### config.mk
export PLATFORM = sky130hd
export DESIGN_NAME = buddy_block_allocator_unit
export DESIGN_NICKNAME = d
export VERILOG_FILES = /design/src/sv/bba_pkg.sv /design/src/sv/bba_ram.sv /design/src/sv/buddy_block_allocator_unit.sv
export VERILOG_INCLUDE_DIRS = /design/src /design/src/sv
export SDC_FILE = /design/constraint.sdc
export NUM_CORES = 1
export LEC_CHECK = 0
export ABC_CLOCK_PERIOD_IN_PS = 17300
export BUFFER_PORTS_ARGS = -buffer_cell sky130_fd_sc_hd__buf_2
export CELL_PAD_IN_SITES_DETAIL_PLACEMENT = 1
export CELL_PAD_IN_SITES_GLOBAL_PLACEMENT = 2
export CORE_MARGIN = 3
export CORE_UTILIZATION = 39
export DETAILED_ROUTE_END_ITERATION = 7
export HOLD_SLACK_MARGIN = 0.15
export PLACE_DENSITY = 0.76
export SYNTH_ARGS = -nofsm -noshare
export SYNTH_HDL_FRONTEND = slang
export SYNTH_SLANG_ARGS = --single-unit
### constraint.sdc
create_clock -name clk -period 17.3 [get_ports clk]
set_input_delay 0 -clock clk [delete_from_list [all_inputs] [get_ports clk]]
set_output_delay 0 -clock clk [all_outputs]
set_load 0.01 [all_outputs]
### src/sv/buddy_block_allocator_unit_assert.svh
// Assertion macros for the buddy block allocator.
`ifndef BUDDY_BLOCK_ALLOCATOR_UNIT_ASSERT_SVH
`define BUDDY_BLOCK_ALLOCATOR_UNIT_ASSERT_SVH

`ifndef SYNTHESIS
// Same-cycle implication, checked while out of reset.
`define BBA_ASSERT_IMP(lbl, ante, cons) \
	lbl: assert property (@(posedge clk) disable iff (!arst_n) (ante) |-> (cons)) \
		else $error("bba assertion failed");
// Next-cycle implication, checked while out of reset.
`define BBA_ASSERT_NEXT(lbl, ante, cons) \
	lbl: assert property (@(posedge clk) disable iff (!arst_n) (ante) |=> (cons)) \
		else $error("bba assertion failed");
`else
`define BBA_ASSERT_IMP(lbl, ante, cons)
`define BBA_ASSERT_NEXT(lbl, ante, cons)
`endif

`endif

### src/sv/bba_pkg.sv
// Shared types and codes of the buddy block allocator.
package bba_pkg;

	typedef enum logic [3:0] {
		ST_CLEAR,
		ST_IDLE,
		ST_CALC,
		ST_SCAN,
		ST_MARK,
		ST_SPLIT,
		ST_MUL,
		ST_ADD,
		ST_FRD,
		ST_FCHK,
		ST_DONE
	} bba_state_t;

	localparam logic       MODE_ALLOC = 1'b0;
	localparam logic       MODE_FREE  = 1'b1;

	localparam logic [1:0] STAT_OK     = 2'd0;
	localparam logic [1:0] STAT_NOFREE = 2'd1;
	localparam logic [1:0] STAT_BADIDX = 2'd2;

	localparam logic       CFG_MIN_BLOCK = 1'b0;
	localparam logic       CFG_BASE_ADDR = 1'b1;

endpackage

### src/sv/bba_ram.sv
// Generic single-write, single-read RAM with registered read data.
module bba_ram #(
	parameter int WIDTH = 1,
	parameter int DEPTH = 255
) (
	input  logic                     clk,
	input  logic                     we,
	input  logic [$clog2(DEPTH)-1:0] waddr,
	input  logic [WIDTH-1:0]         wdata,
	input  logic                     re,
	input  logic [$clog2(DEPTH)-1:0] raddr,
	output logic [WIDTH-1:0]         rdata
);

	logic [WIDTH-1:0] mem_q [DEPTH];

	always_ff @(posedge clk) begin
		if (we) begin
			mem_q[waddr] <= wdata;
		end
		if (re) begin
			rdata <= mem_q[raddr];
		end
	end

endmodule

### src/sv/buddy_block_allocator_unit.sv
// Buddy block allocator: request sequencer, free bitmap RAM and result register.
//
// Requests enter on the s_ stream, one beat per request; tuser selects allocate or
// free. Each request gives exactly one result beat on the m_ stream, with the
// status in tuser. Configuration writes go over the cfg channel, which is always
// ready, and are meant to be made while no request is in flight.
// After reset the block sweeps the free bitmap RAM once, one node a cycle, over
// every node of the tree; s_tready stays low meanwhile and the bitmap then holds
// only the root as free.
// One request at a time: s_tready is high only while the sequencer is idle.
// An allocate first finds the level, then makes one RAM read per scanned node
// (a lowest-free scan from the wanted level toward the root, at most
// 2^NUM_LEVELS - 1 nodes), one write to take the block and one per split level,
// then forms the address with a multiply and an add. A free reads and checks
// the buddy per merged level. The single RAM port pair makes these steps serial.
// The result register parts the two sides: a new request is taken while a
// result still waits, and a finished request holds in its last step until the
// receiver has taken the previous result.
`include "buddy_block_allocator_unit_assert.svh"

module buddy_block_allocator_unit
	import bba_pkg::*;
#(
	parameter int NUM_LEVELS = 8
) (
	input  logic        clk,
	input  logic        arst_n,
	input  logic        s_tvalid,
	output logic        s_tready,
	input  logic [31:0] s_tdata,    // alloc_size[23:0], free_index[31:24]
	input  logic [0:0]  s_tuser,    // mode[0]
	output logic        m_tvalid,
	input  logic        m_tready,
	output logic [47:0] m_tdata,    // block_index[7:0], block_level[10:8], address[42:11], zero
	output logic [1:0]  m_tuser,    // status[1:0]
	input  logic        cfg_valid,
	output logic        cfg_ready,
	input  logic        cfg_index,
	input  logic [31:0] cfg_data
);

	localparam int NODES = (1 << NUM_LEVELS) - 1;
	localparam int IW    = NUM_LEVELS;
	localparam int LW    = $clog2(NUM_LEVELS);
	localparam int CW    = 13 + NUM_LEVELS;
	localparam int PW    = IW + 13;

	function automatic int lvl_first(input int lvl);
		return (1 << lvl) - 1;
	endfunction

	function automatic int lvl_last(input int lvl);
		return (2 << lvl) - 2;
	endfunction

	bba_state_t state_q, state_d;

	logic [12:0]    min_block_q;
	logic [31:0]    base_addr_q;
	logic [IW-1:0]  clr_q;
	logic           m_tvalid_q;

	logic [23:0]    size_q;
	logic [CW-1:0]  cur_q;
	logic [LW-1:0]  want_q;
	logic [IW-1:0]  idx_q;
	logic [LW-1:0]  lvl_q;
	logic [IW-1:0]  scan_q;
	logic [LW-1:0]  scan_lvl_q;
	logic           issued_all_q;
	logic           chk_vld_q;
	logic [IW-1:0]  chk_idx_q;
	logic [LW-1:0]  chk_lvl_q;
	logic [PW-1:0]  prod_q;
	logic [1:0]     res_status_q;
	logic [7:0]     res_idx_q;
	logic [2:0]     res_lvl_q;
	logic [31:0]    res_addr_q;
	logic [1:0]     out_status_q;
	logic [7:0]     out_idx_q;
	logic [2:0]     out_lvl_q;
	logic [31:0]    out_addr_q;

	logic           ram_we;
	logic [IW-1:0]  ram_waddr;
	logic [0:0]     ram_wdata;
	logic           ram_re;
	logic [IW-1:0]  ram_raddr;
	logic [0:0]     ram_rdata;

	logic [12:0]    leaf;
	logic           in_beat;
	logic           out_free;
	logic           cur_lt_size;
	logic           scan_at_last;
	logic           found;
	logic [IW-1:0]  buddy;
	logic [IW-1:0]  parent;
	logic [IW-1:0]  split_right;
	logic [IW+7:0]  req_ext;
	logic           req_bad;
	logic [IW-1:0]  req_p1;
	logic [LW-1:0]  req_lvl;
	logic [IW+7:0]  idx_wide;
	logic [LW+2:0]  want_wide;
	logic [LW+2:0]  req_lvl_wide;
	logic [IW-1:0]  offset;
	logic [IW-1:0]  offset_sh;

	assign leaf         = (min_block_q == 13'd0) ? 13'd1 : min_block_q;
	assign in_beat      = s_tvalid && s_tready;
	assign out_free     = !m_tvalid_q || m_tready;
	assign cur_lt_size  = (CW + 24)'(cur_q) < (CW + 24)'(size_q);
	assign scan_at_last = scan_q == IW'(lvl_last(int'(scan_lvl_q)));
	assign found        = chk_vld_q && ram_rdata[0];
	assign buddy        = idx_q[0] ? idx_q + IW'(1) : idx_q - IW'(1);
	assign parent       = (idx_q - IW'(1)) >> 1;
	assign split_right  = {idx_q[IW-2:0], 1'b0} + IW'(2);
	assign req_ext      = {{IW{1'b0}}, s_tdata[31:24]};
	assign req_bad      = req_ext >= (IW + 8)'(NODES);
	assign req_p1       = req_ext[IW-1:0] + IW'(1);
	assign idx_wide     = {8'd0, idx_q};
	assign want_wide    = {3'd0, want_q};
	assign req_lvl_wide = {3'd0, req_lvl};
	assign offset       = idx_q - IW'(lvl_first(int'(want_q)));
	assign offset_sh    = offset << (LW'(NUM_LEVELS - 1) - want_q);

	// Tree level of a node: position of the top set bit of index + 1.
	always_comb begin
		req_lvl = '0;
		for (int i = 0; i < IW; i++) begin
			if (req_p1[i]) begin
				req_lvl = LW'(i);
			end
		end
	end

	bba_ram #(
		.WIDTH(1),
		.DEPTH(NODES)
	) u_free_map (
		.clk  (clk),
		.we   (ram_we),
		.waddr(ram_waddr),
		.wdata(ram_wdata),
		.re   (ram_re),
		.raddr(ram_raddr),
		.rdata(ram_rdata)
	);

	always_comb begin
		state_d = state_q;
		case (state_q)
			ST_CLEAR: begin
				if (clr_q == IW'(NODES - 1)) begin
					state_d = ST_IDLE;
				end
			end
			ST_IDLE: begin
				if (in_beat) begin
					if (s_tuser[0] == MODE_ALLOC) begin
						state_d = ST_CALC;
					end else if (req_bad) begin
						state_d = ST_DONE;
					end else begin
						state_d = ST_FRD;
					end
				end
			end
			ST_CALC: begin
				if (!cur_lt_size) begin
					state_d = ST_SCAN;
				end else if (want_q == '0) begin
					state_d = ST_DONE;
				end
			end
			ST_SCAN: begin
				if (found) begin
					state_d = ST_MARK;
				end else if (issued_all_q && !chk_vld_q) begin
					state_d = ST_DONE;
				end
			end
			ST_MARK: begin
				state_d = (lvl_q == want_q) ? ST_MUL : ST_SPLIT;
			end
			ST_SPLIT: begin
				if (lvl_q + LW'(1) == want_q) begin
					state_d = ST_MUL;
				end
			end
			ST_MUL:  state_d = ST_ADD;
			ST_ADD:  state_d = ST_DONE;
			ST_FRD: begin
				state_d = (idx_q == '0) ? ST_DONE : ST_FCHK;
			end
			ST_FCHK: begin
				state_d = ram_rdata[0] ? ST_FRD : ST_DONE;
			end
			ST_DONE: begin
				if (out_free) begin
					state_d = ST_IDLE;
				end
			end
			default: state_d = ST_CLEAR;
		endcase
	end

	always_comb begin
		s_tready  = 1'b0;
		ram_we    = 1'b0;
		ram_waddr = idx_q;
		ram_wdata = 1'b0;
		ram_re    = 1'b0;
		ram_raddr = scan_q;
		case (state_q)
			ST_CLEAR: begin
				ram_we    = 1'b1;
				ram_waddr = clr_q;
				ram_wdata = (clr_q == '0);
			end
			ST_IDLE: begin
				s_tready = 1'b1;
			end
			ST_SCAN: begin
				ram_re = !issued_all_q;
			end
			ST_MARK: begin
				ram_we = 1'b1;
			end
			ST_SPLIT: begin
				ram_we    = 1'b1;
				ram_waddr = split_right;
				ram_wdata = 1'b1;
			end
			ST_FRD: begin
				// The climbing node is cleared now (set if it is the root) and set again where the merge stops.
				ram_we    = 1'b1;
				ram_wdata = (idx_q == '0);
				ram_re    = (idx_q != '0);
				ram_raddr = buddy;
			end
			ST_FCHK: begin
				ram_we    = 1'b1;
				ram_waddr = ram_rdata[0] ? buddy : idx_q;
				ram_wdata = !ram_rdata[0];
			end
			default: begin
			end
		endcase
	end

	assign cfg_ready = 1'b1;
	assign m_tvalid  = m_tvalid_q;
	assign m_tuser   = out_status_q;
	assign m_tdata   = {5'd0, out_addr_q, out_lvl_q, out_idx_q};

	always_ff @(posedge clk or negedge arst_n) begin
		if (!arst_n) begin
			state_q     <= ST_CLEAR;
			clr_q       <= '0;
			m_tvalid_q  <= 1'b0;
			min_block_q <= 13'd16;
			base_addr_q <= 32'd0;
		end else begin
			state_q <= state_d;
			if (state_q == ST_CLEAR) begin
				clr_q <= clr_q + IW'(1);
			end
			if (state_q == ST_DONE && out_free) begin
				m_tvalid_q <= 1'b1;
			end else if (m_tready) begin
				m_tvalid_q <= 1'b0;
			end
			if (cfg_valid && cfg_ready) begin
				if (cfg_index == CFG_MIN_BLOCK) begin
					min_block_q <= cfg_data[12:0];
				end else if (cfg_index == CFG_BASE_ADDR) begin
					base_addr_q <= cfg_data;
				end
			end
		end
	end

	always_ff @(posedge clk) begin
		case (state_q)
			ST_IDLE: begin
				size_q    <= s_tdata[23:0];
				cur_q     <= CW'(leaf);
				want_q    <= LW'(NUM_LEVELS - 1);
				idx_q     <= req_ext[IW-1:0];
				res_addr_q <= 32'd0;
				if (s_tuser[0] == MODE_FREE && req_bad) begin
					res_status_q <= STAT_BADIDX;
					res_idx_q    <= 8'd0;
					res_lvl_q    <= 3'd0;
				end else begin
					res_status_q <= STAT_OK;
					res_idx_q    <= s_tdata[31:24];
					res_lvl_q    <= req_lvl_wide[2:0];
				end
			end
			ST_CALC: begin
				if (!cur_lt_size) begin
					scan_q       <= IW'(lvl_first(int'(want_q)));
					scan_lvl_q   <= want_q;
					issued_all_q <= 1'b0;
					chk_vld_q    <= 1'b0;
				end else if (want_q == '0) begin
					res_status_q <= STAT_NOFREE;
					res_idx_q    <= 8'd0;
					res_lvl_q    <= 3'd0;
				end else begin
					cur_q  <= cur_q << 1;
					want_q <= want_q - LW'(1);
				end
			end
			ST_SCAN: begin
				if (found) begin
					idx_q <= chk_idx_q;
					lvl_q <= chk_lvl_q;
				end else if (!issued_all_q) begin
					chk_vld_q <= 1'b1;
					chk_idx_q <= scan_q;
					chk_lvl_q <= scan_lvl_q;
					if (!scan_at_last) begin
						scan_q <= scan_q + IW'(1);
					end else if (scan_lvl_q == '0) begin
						issued_all_q <= 1'b1;
					end else begin
						scan_lvl_q <= scan_lvl_q - LW'(1);
						scan_q     <= IW'(lvl_first(int'(scan_lvl_q) - 1));
					end
				end else begin
					chk_vld_q <= 1'b0;
					if (!chk_vld_q) begin
						res_status_q <= STAT_NOFREE;
						res_idx_q    <= 8'd0;
						res_lvl_q    <= 3'd0;
					end
				end
			end
			ST_SPLIT: begin
				idx_q <= {idx_q[IW-2:0], 1'b1};
				lvl_q <= lvl_q + LW'(1);
			end
			ST_MUL: begin
				prod_q <= PW'(offset_sh) * PW'(leaf);
			end
			ST_ADD: begin
				res_addr_q <= base_addr_q + 32'(prod_q);
				res_idx_q  <= idx_wide[7:0];
				res_lvl_q  <= want_wide[2:0];
			end
			ST_FCHK: begin
				if (ram_rdata[0]) begin
					idx_q <= parent;
				end
			end
			ST_DONE: begin
				if (out_free) begin
					out_status_q <= res_status_q;
					out_idx_q    <= res_idx_q;
					out_lvl_q    <= res_lvl_q;
					out_addr_q   <= res_addr_q;
				end
			end
			default: begin
			end
		endcase
	end

	`BBA_ASSERT_NEXT(a_busy_after_request, in_beat, !s_tready)
	`BBA_ASSERT_IMP(a_write_in_tree, ram_we, int'(ram_waddr) < NODES)
	`BBA_ASSERT_IMP(a_result_from_done, $rose(m_tvalid), $past(state_q == ST_DONE))

endmodule
==> results.toml <==
[status]
status = "finished, final reports clean"

[route]
wl_um = 82700
vias = 20222
drc = 0
detail_route.wl_per_cell_um = 22.1
drt_iter0_markers = 1346
dr_wl_met2_um = 38800
met3WireLength_um = 3920
highest_layer = "met5"
detailedRoute.firstPassIterationCount = 5
postRouteAntennaNets = 0
wl_met1_um = 37800
via_per_inst = 5.39

[yosys]
synth_most_common_cell = "edfxtp_1"
ys_async_sr_fraction_pct = 11.4
synth_top_area_share_pct = 47.8
synth_area_leaders = "edfxtp_1 48%, dfrtp_1 5.0%, ha_1 4.8%, fa_1 4.8%, nor2_1 4.7%"
netlist_instances = 2567
ys_seq_area_share_pct = 52.9
yosys-top-cells-count = "450 x edfxtp_1, 353 x nor2_1, 299 x nand2_1"
synth-edff-count = 450
ys.flop_type = "edfxtp_1"
synth-seq-cells = 508
synth_area_um2 = 28300
ys_warn_count = 0
yosysUniqueCellTypes = 78
synth_top_area_cell = "edfxtp_1"
syn_avg_cell_area_um2 = 11.0

[timing]
hold_viol = 0
rsz0062_at_grt = "false"
finalClockSkew_ps = 24.2
relSlewSlack_pct = 17.8
fmax_ghz = 0.106
slew_violations = 0
setup_viol_count_final = 0
period_share_pct = 54.6
max_slew.worst_pin.slew_ps = 1230
period_minus_slack_ps = 9450
fin_tns_setup_ps = 0

[placement]
globalplace.congestion = 0.834
place_hpwl_um = 54500
portBuffers = 117

[clock_tree]
clk_latency_ps = 630
post_cts.repair.setup_buffers = 0
htree_num_levels = 2
cts.sinks = 508
cts_buffers = 57
path_clk_slew_ps = 60
cts_tree = "built"
cts_max_path_buffers = 3
clockRootBuffer = "clkbuf_16"

[grt]
grt.overflow.total = 0
grt_max_degree = 113
grt_pass1_vias = 21305
antenna_found_initial = 1
track_usage_pct = 21.8
grt_pass1_wl_um = 127000

[hold_path]
hold_class = "in -> reg"
whs_path_depth = 3

[setup_path]
crit_arrival_ps = 9810
crit_path_top_delay_cell = "o22ai_1"
path_class = "reg -> reg"
worstPathRequired_ps = 17660
end_kind = "flop"
crit_path_max_incr_delay_ps = 930
reg2reg_depth = 32
cpMostUsedCell = "inv_1"
critPathLaunchType = "flop"
cp_max_fo = 16

[layout]
area_delta_synth_final_pct = 16.2
final_nets = 3000
diodes = 0
drive_gt1_share_pct = 11.2
n_fill_cell = 7742

[run]
drv_cap = 0

[floorplan]
die_h_um = 275
rows = 98
core_area_um2 = 71700
ios = 124
start_util_pct = 39.4
dieArea_um2 = 75800
die_w_um = 275
[per-layer routing]
metal,vias up,GRT usage [%]
met4,2,5.92
met5,-,0
met2,434,35.8
met3,114,3.25
li1,9405,-
met1,10267,30.1
[worst max-delay path: cells and delay by family, from the launching register on]
| family | cells | cell delay (ps) |
|---|---|---|
| AOI/OAI and AO/OA | 11 | 2890 |
| xor gates and xnor gates | 3 | 460 |
| adders and majority gates | 9 | 3620 |
| buffers and inverters | 5 | 600 |
| DFF | 1 | 620 |
| and+or+nand+nor | 4 | 960 |
[layout make-up]
cell class	count	area, µm²	share of cell area [%]
Clock buffer	70	1520	4.62
Tap cell	950	1190	3.62
Inverter	152	571	1.74
Timing Repair Buffer	274	2070	6.31
Clock inverter	37	367	1.12
Sequential cell	508	15000	45.5
Multi-Input combinational cell	1759	12200	37.1
[cell usage in the layout, fill, tap and decap left out, drive strengths merged, types with 7 or more instances in the layout]
| cell type | count |
|---|---|
| nor2b | 28 |
| a22oi | 7 |
| clkinv | 26 |
| a31oi | 15 |
| mux2i | 130 |
| o211ai | 9 |
| inv | 155 |
| xnor2 | 53 |
| a21o | 17 |
| nand2b | 16 |
| nand2 | 299 |
| edfxtp | 450 |
| nor3 | 39 |
| o21bai | 8 |
| clkbuf | 70 |
| nand4 | 14 |
| buf | 150 |
| and3 | 58 |
| o21a | 14 |
| a21oi | 72 |
| o21ai | 73 |
| xor2 | 43 |
| nor4 | 14 |
| mux2 | 50 |
| and2 | 54 |
| nor2 | 353 |
| dlygate4sd3 | 124 |
| a211oi | 15 |
| o22ai | 8 |
| a2111oi | 8 |
| dfrtp | 57 |
| a311oi | 21 |
| fa | 68 |
| or3 | 20 |
| nand3 | 48 |
| ha | 109 |
[cell families (layout without fill, tap and decap cells)]
logic type | count (synthesis) | after routing | share of synthesized area, %
AND/OR/NAND/NOR | 966 | 966 | 15.4
flip-flops | 508 | 508 | 52.9
AO/OA/AOI/OAI | 332 | 332 | 7.92
buffers and inverters | 304 | 533 | 4.43
multiplexers | 180 | 180 | 6.62
adder cells (fa/ha/maj) | 179 | 179 | 9.70
XOR/XNOR | 96 | 96 | 2.97
other | 2 | 6 | 0.0265
[worst paths after layout]
check | startpoint | to | slack [ps]
worst max register to register | want_q[0] | prod_q[20] | 7850
worst min register to register | res_addr_q[18] | out_addr_q[18] | 410
worst max-delay path | want_q[0] | prod_q[20] | 7850
worst min-delay path | cfg_data[11] | min_block_q[11] | 180
min in group asynchronous | arst_n | min_block_q[12] | 680
max in group asynchronous | arst_n | state_q[1] | 16040
[repair_timing]
item                                   in CTS  in global routing
hold buffers                              124                  0
gates resized for setup                     0                  0
endpoints found under the hold margin     149                  0
[metrics by stage]
step / hold WS [ps] / worst slack [ps] / area [µm²] / cells / utilization, %
floorplan: -296 / 9310 / 28300 / 2571 / -
global placement: 176 / 8270 / 29800 / 3519 / 41.5
detailed placement: 178 / 7870 / 29800 / 3519 / 41.5
CTS: 154 / 7860 / 32900 / 3750 / 45.8
global route: 169 / 7180 / 32900 / 3750 / 45.8
finish: 180 / 7850 / 32900 / 3750 / 45.8
[flip-flops by register name, indices dropped and copies added, names as in the netlist, 4 cells and up]
| signal | cells |
|---|---|
| base_addr_q | 32 |
| chk_idx_q | 8 |
| clr_q | 8 |
| cur_q | 21 |
| idx_q | 8 |
| min_block_q | 13 |
| out_addr_q | 32 |
| out_idx_q | 8 |
| prod_q | 21 |
| res_addr_q | 32 |
| res_idx_q | 8 |
| scan_q | 8 |
| size_q | 24 |
| state_q | 4 |
| u_free_map.mem_q | 255 |
Power is not shown: default switching activity piles up to over one toggle a cycle in this logic, so the estimate is an artifact.
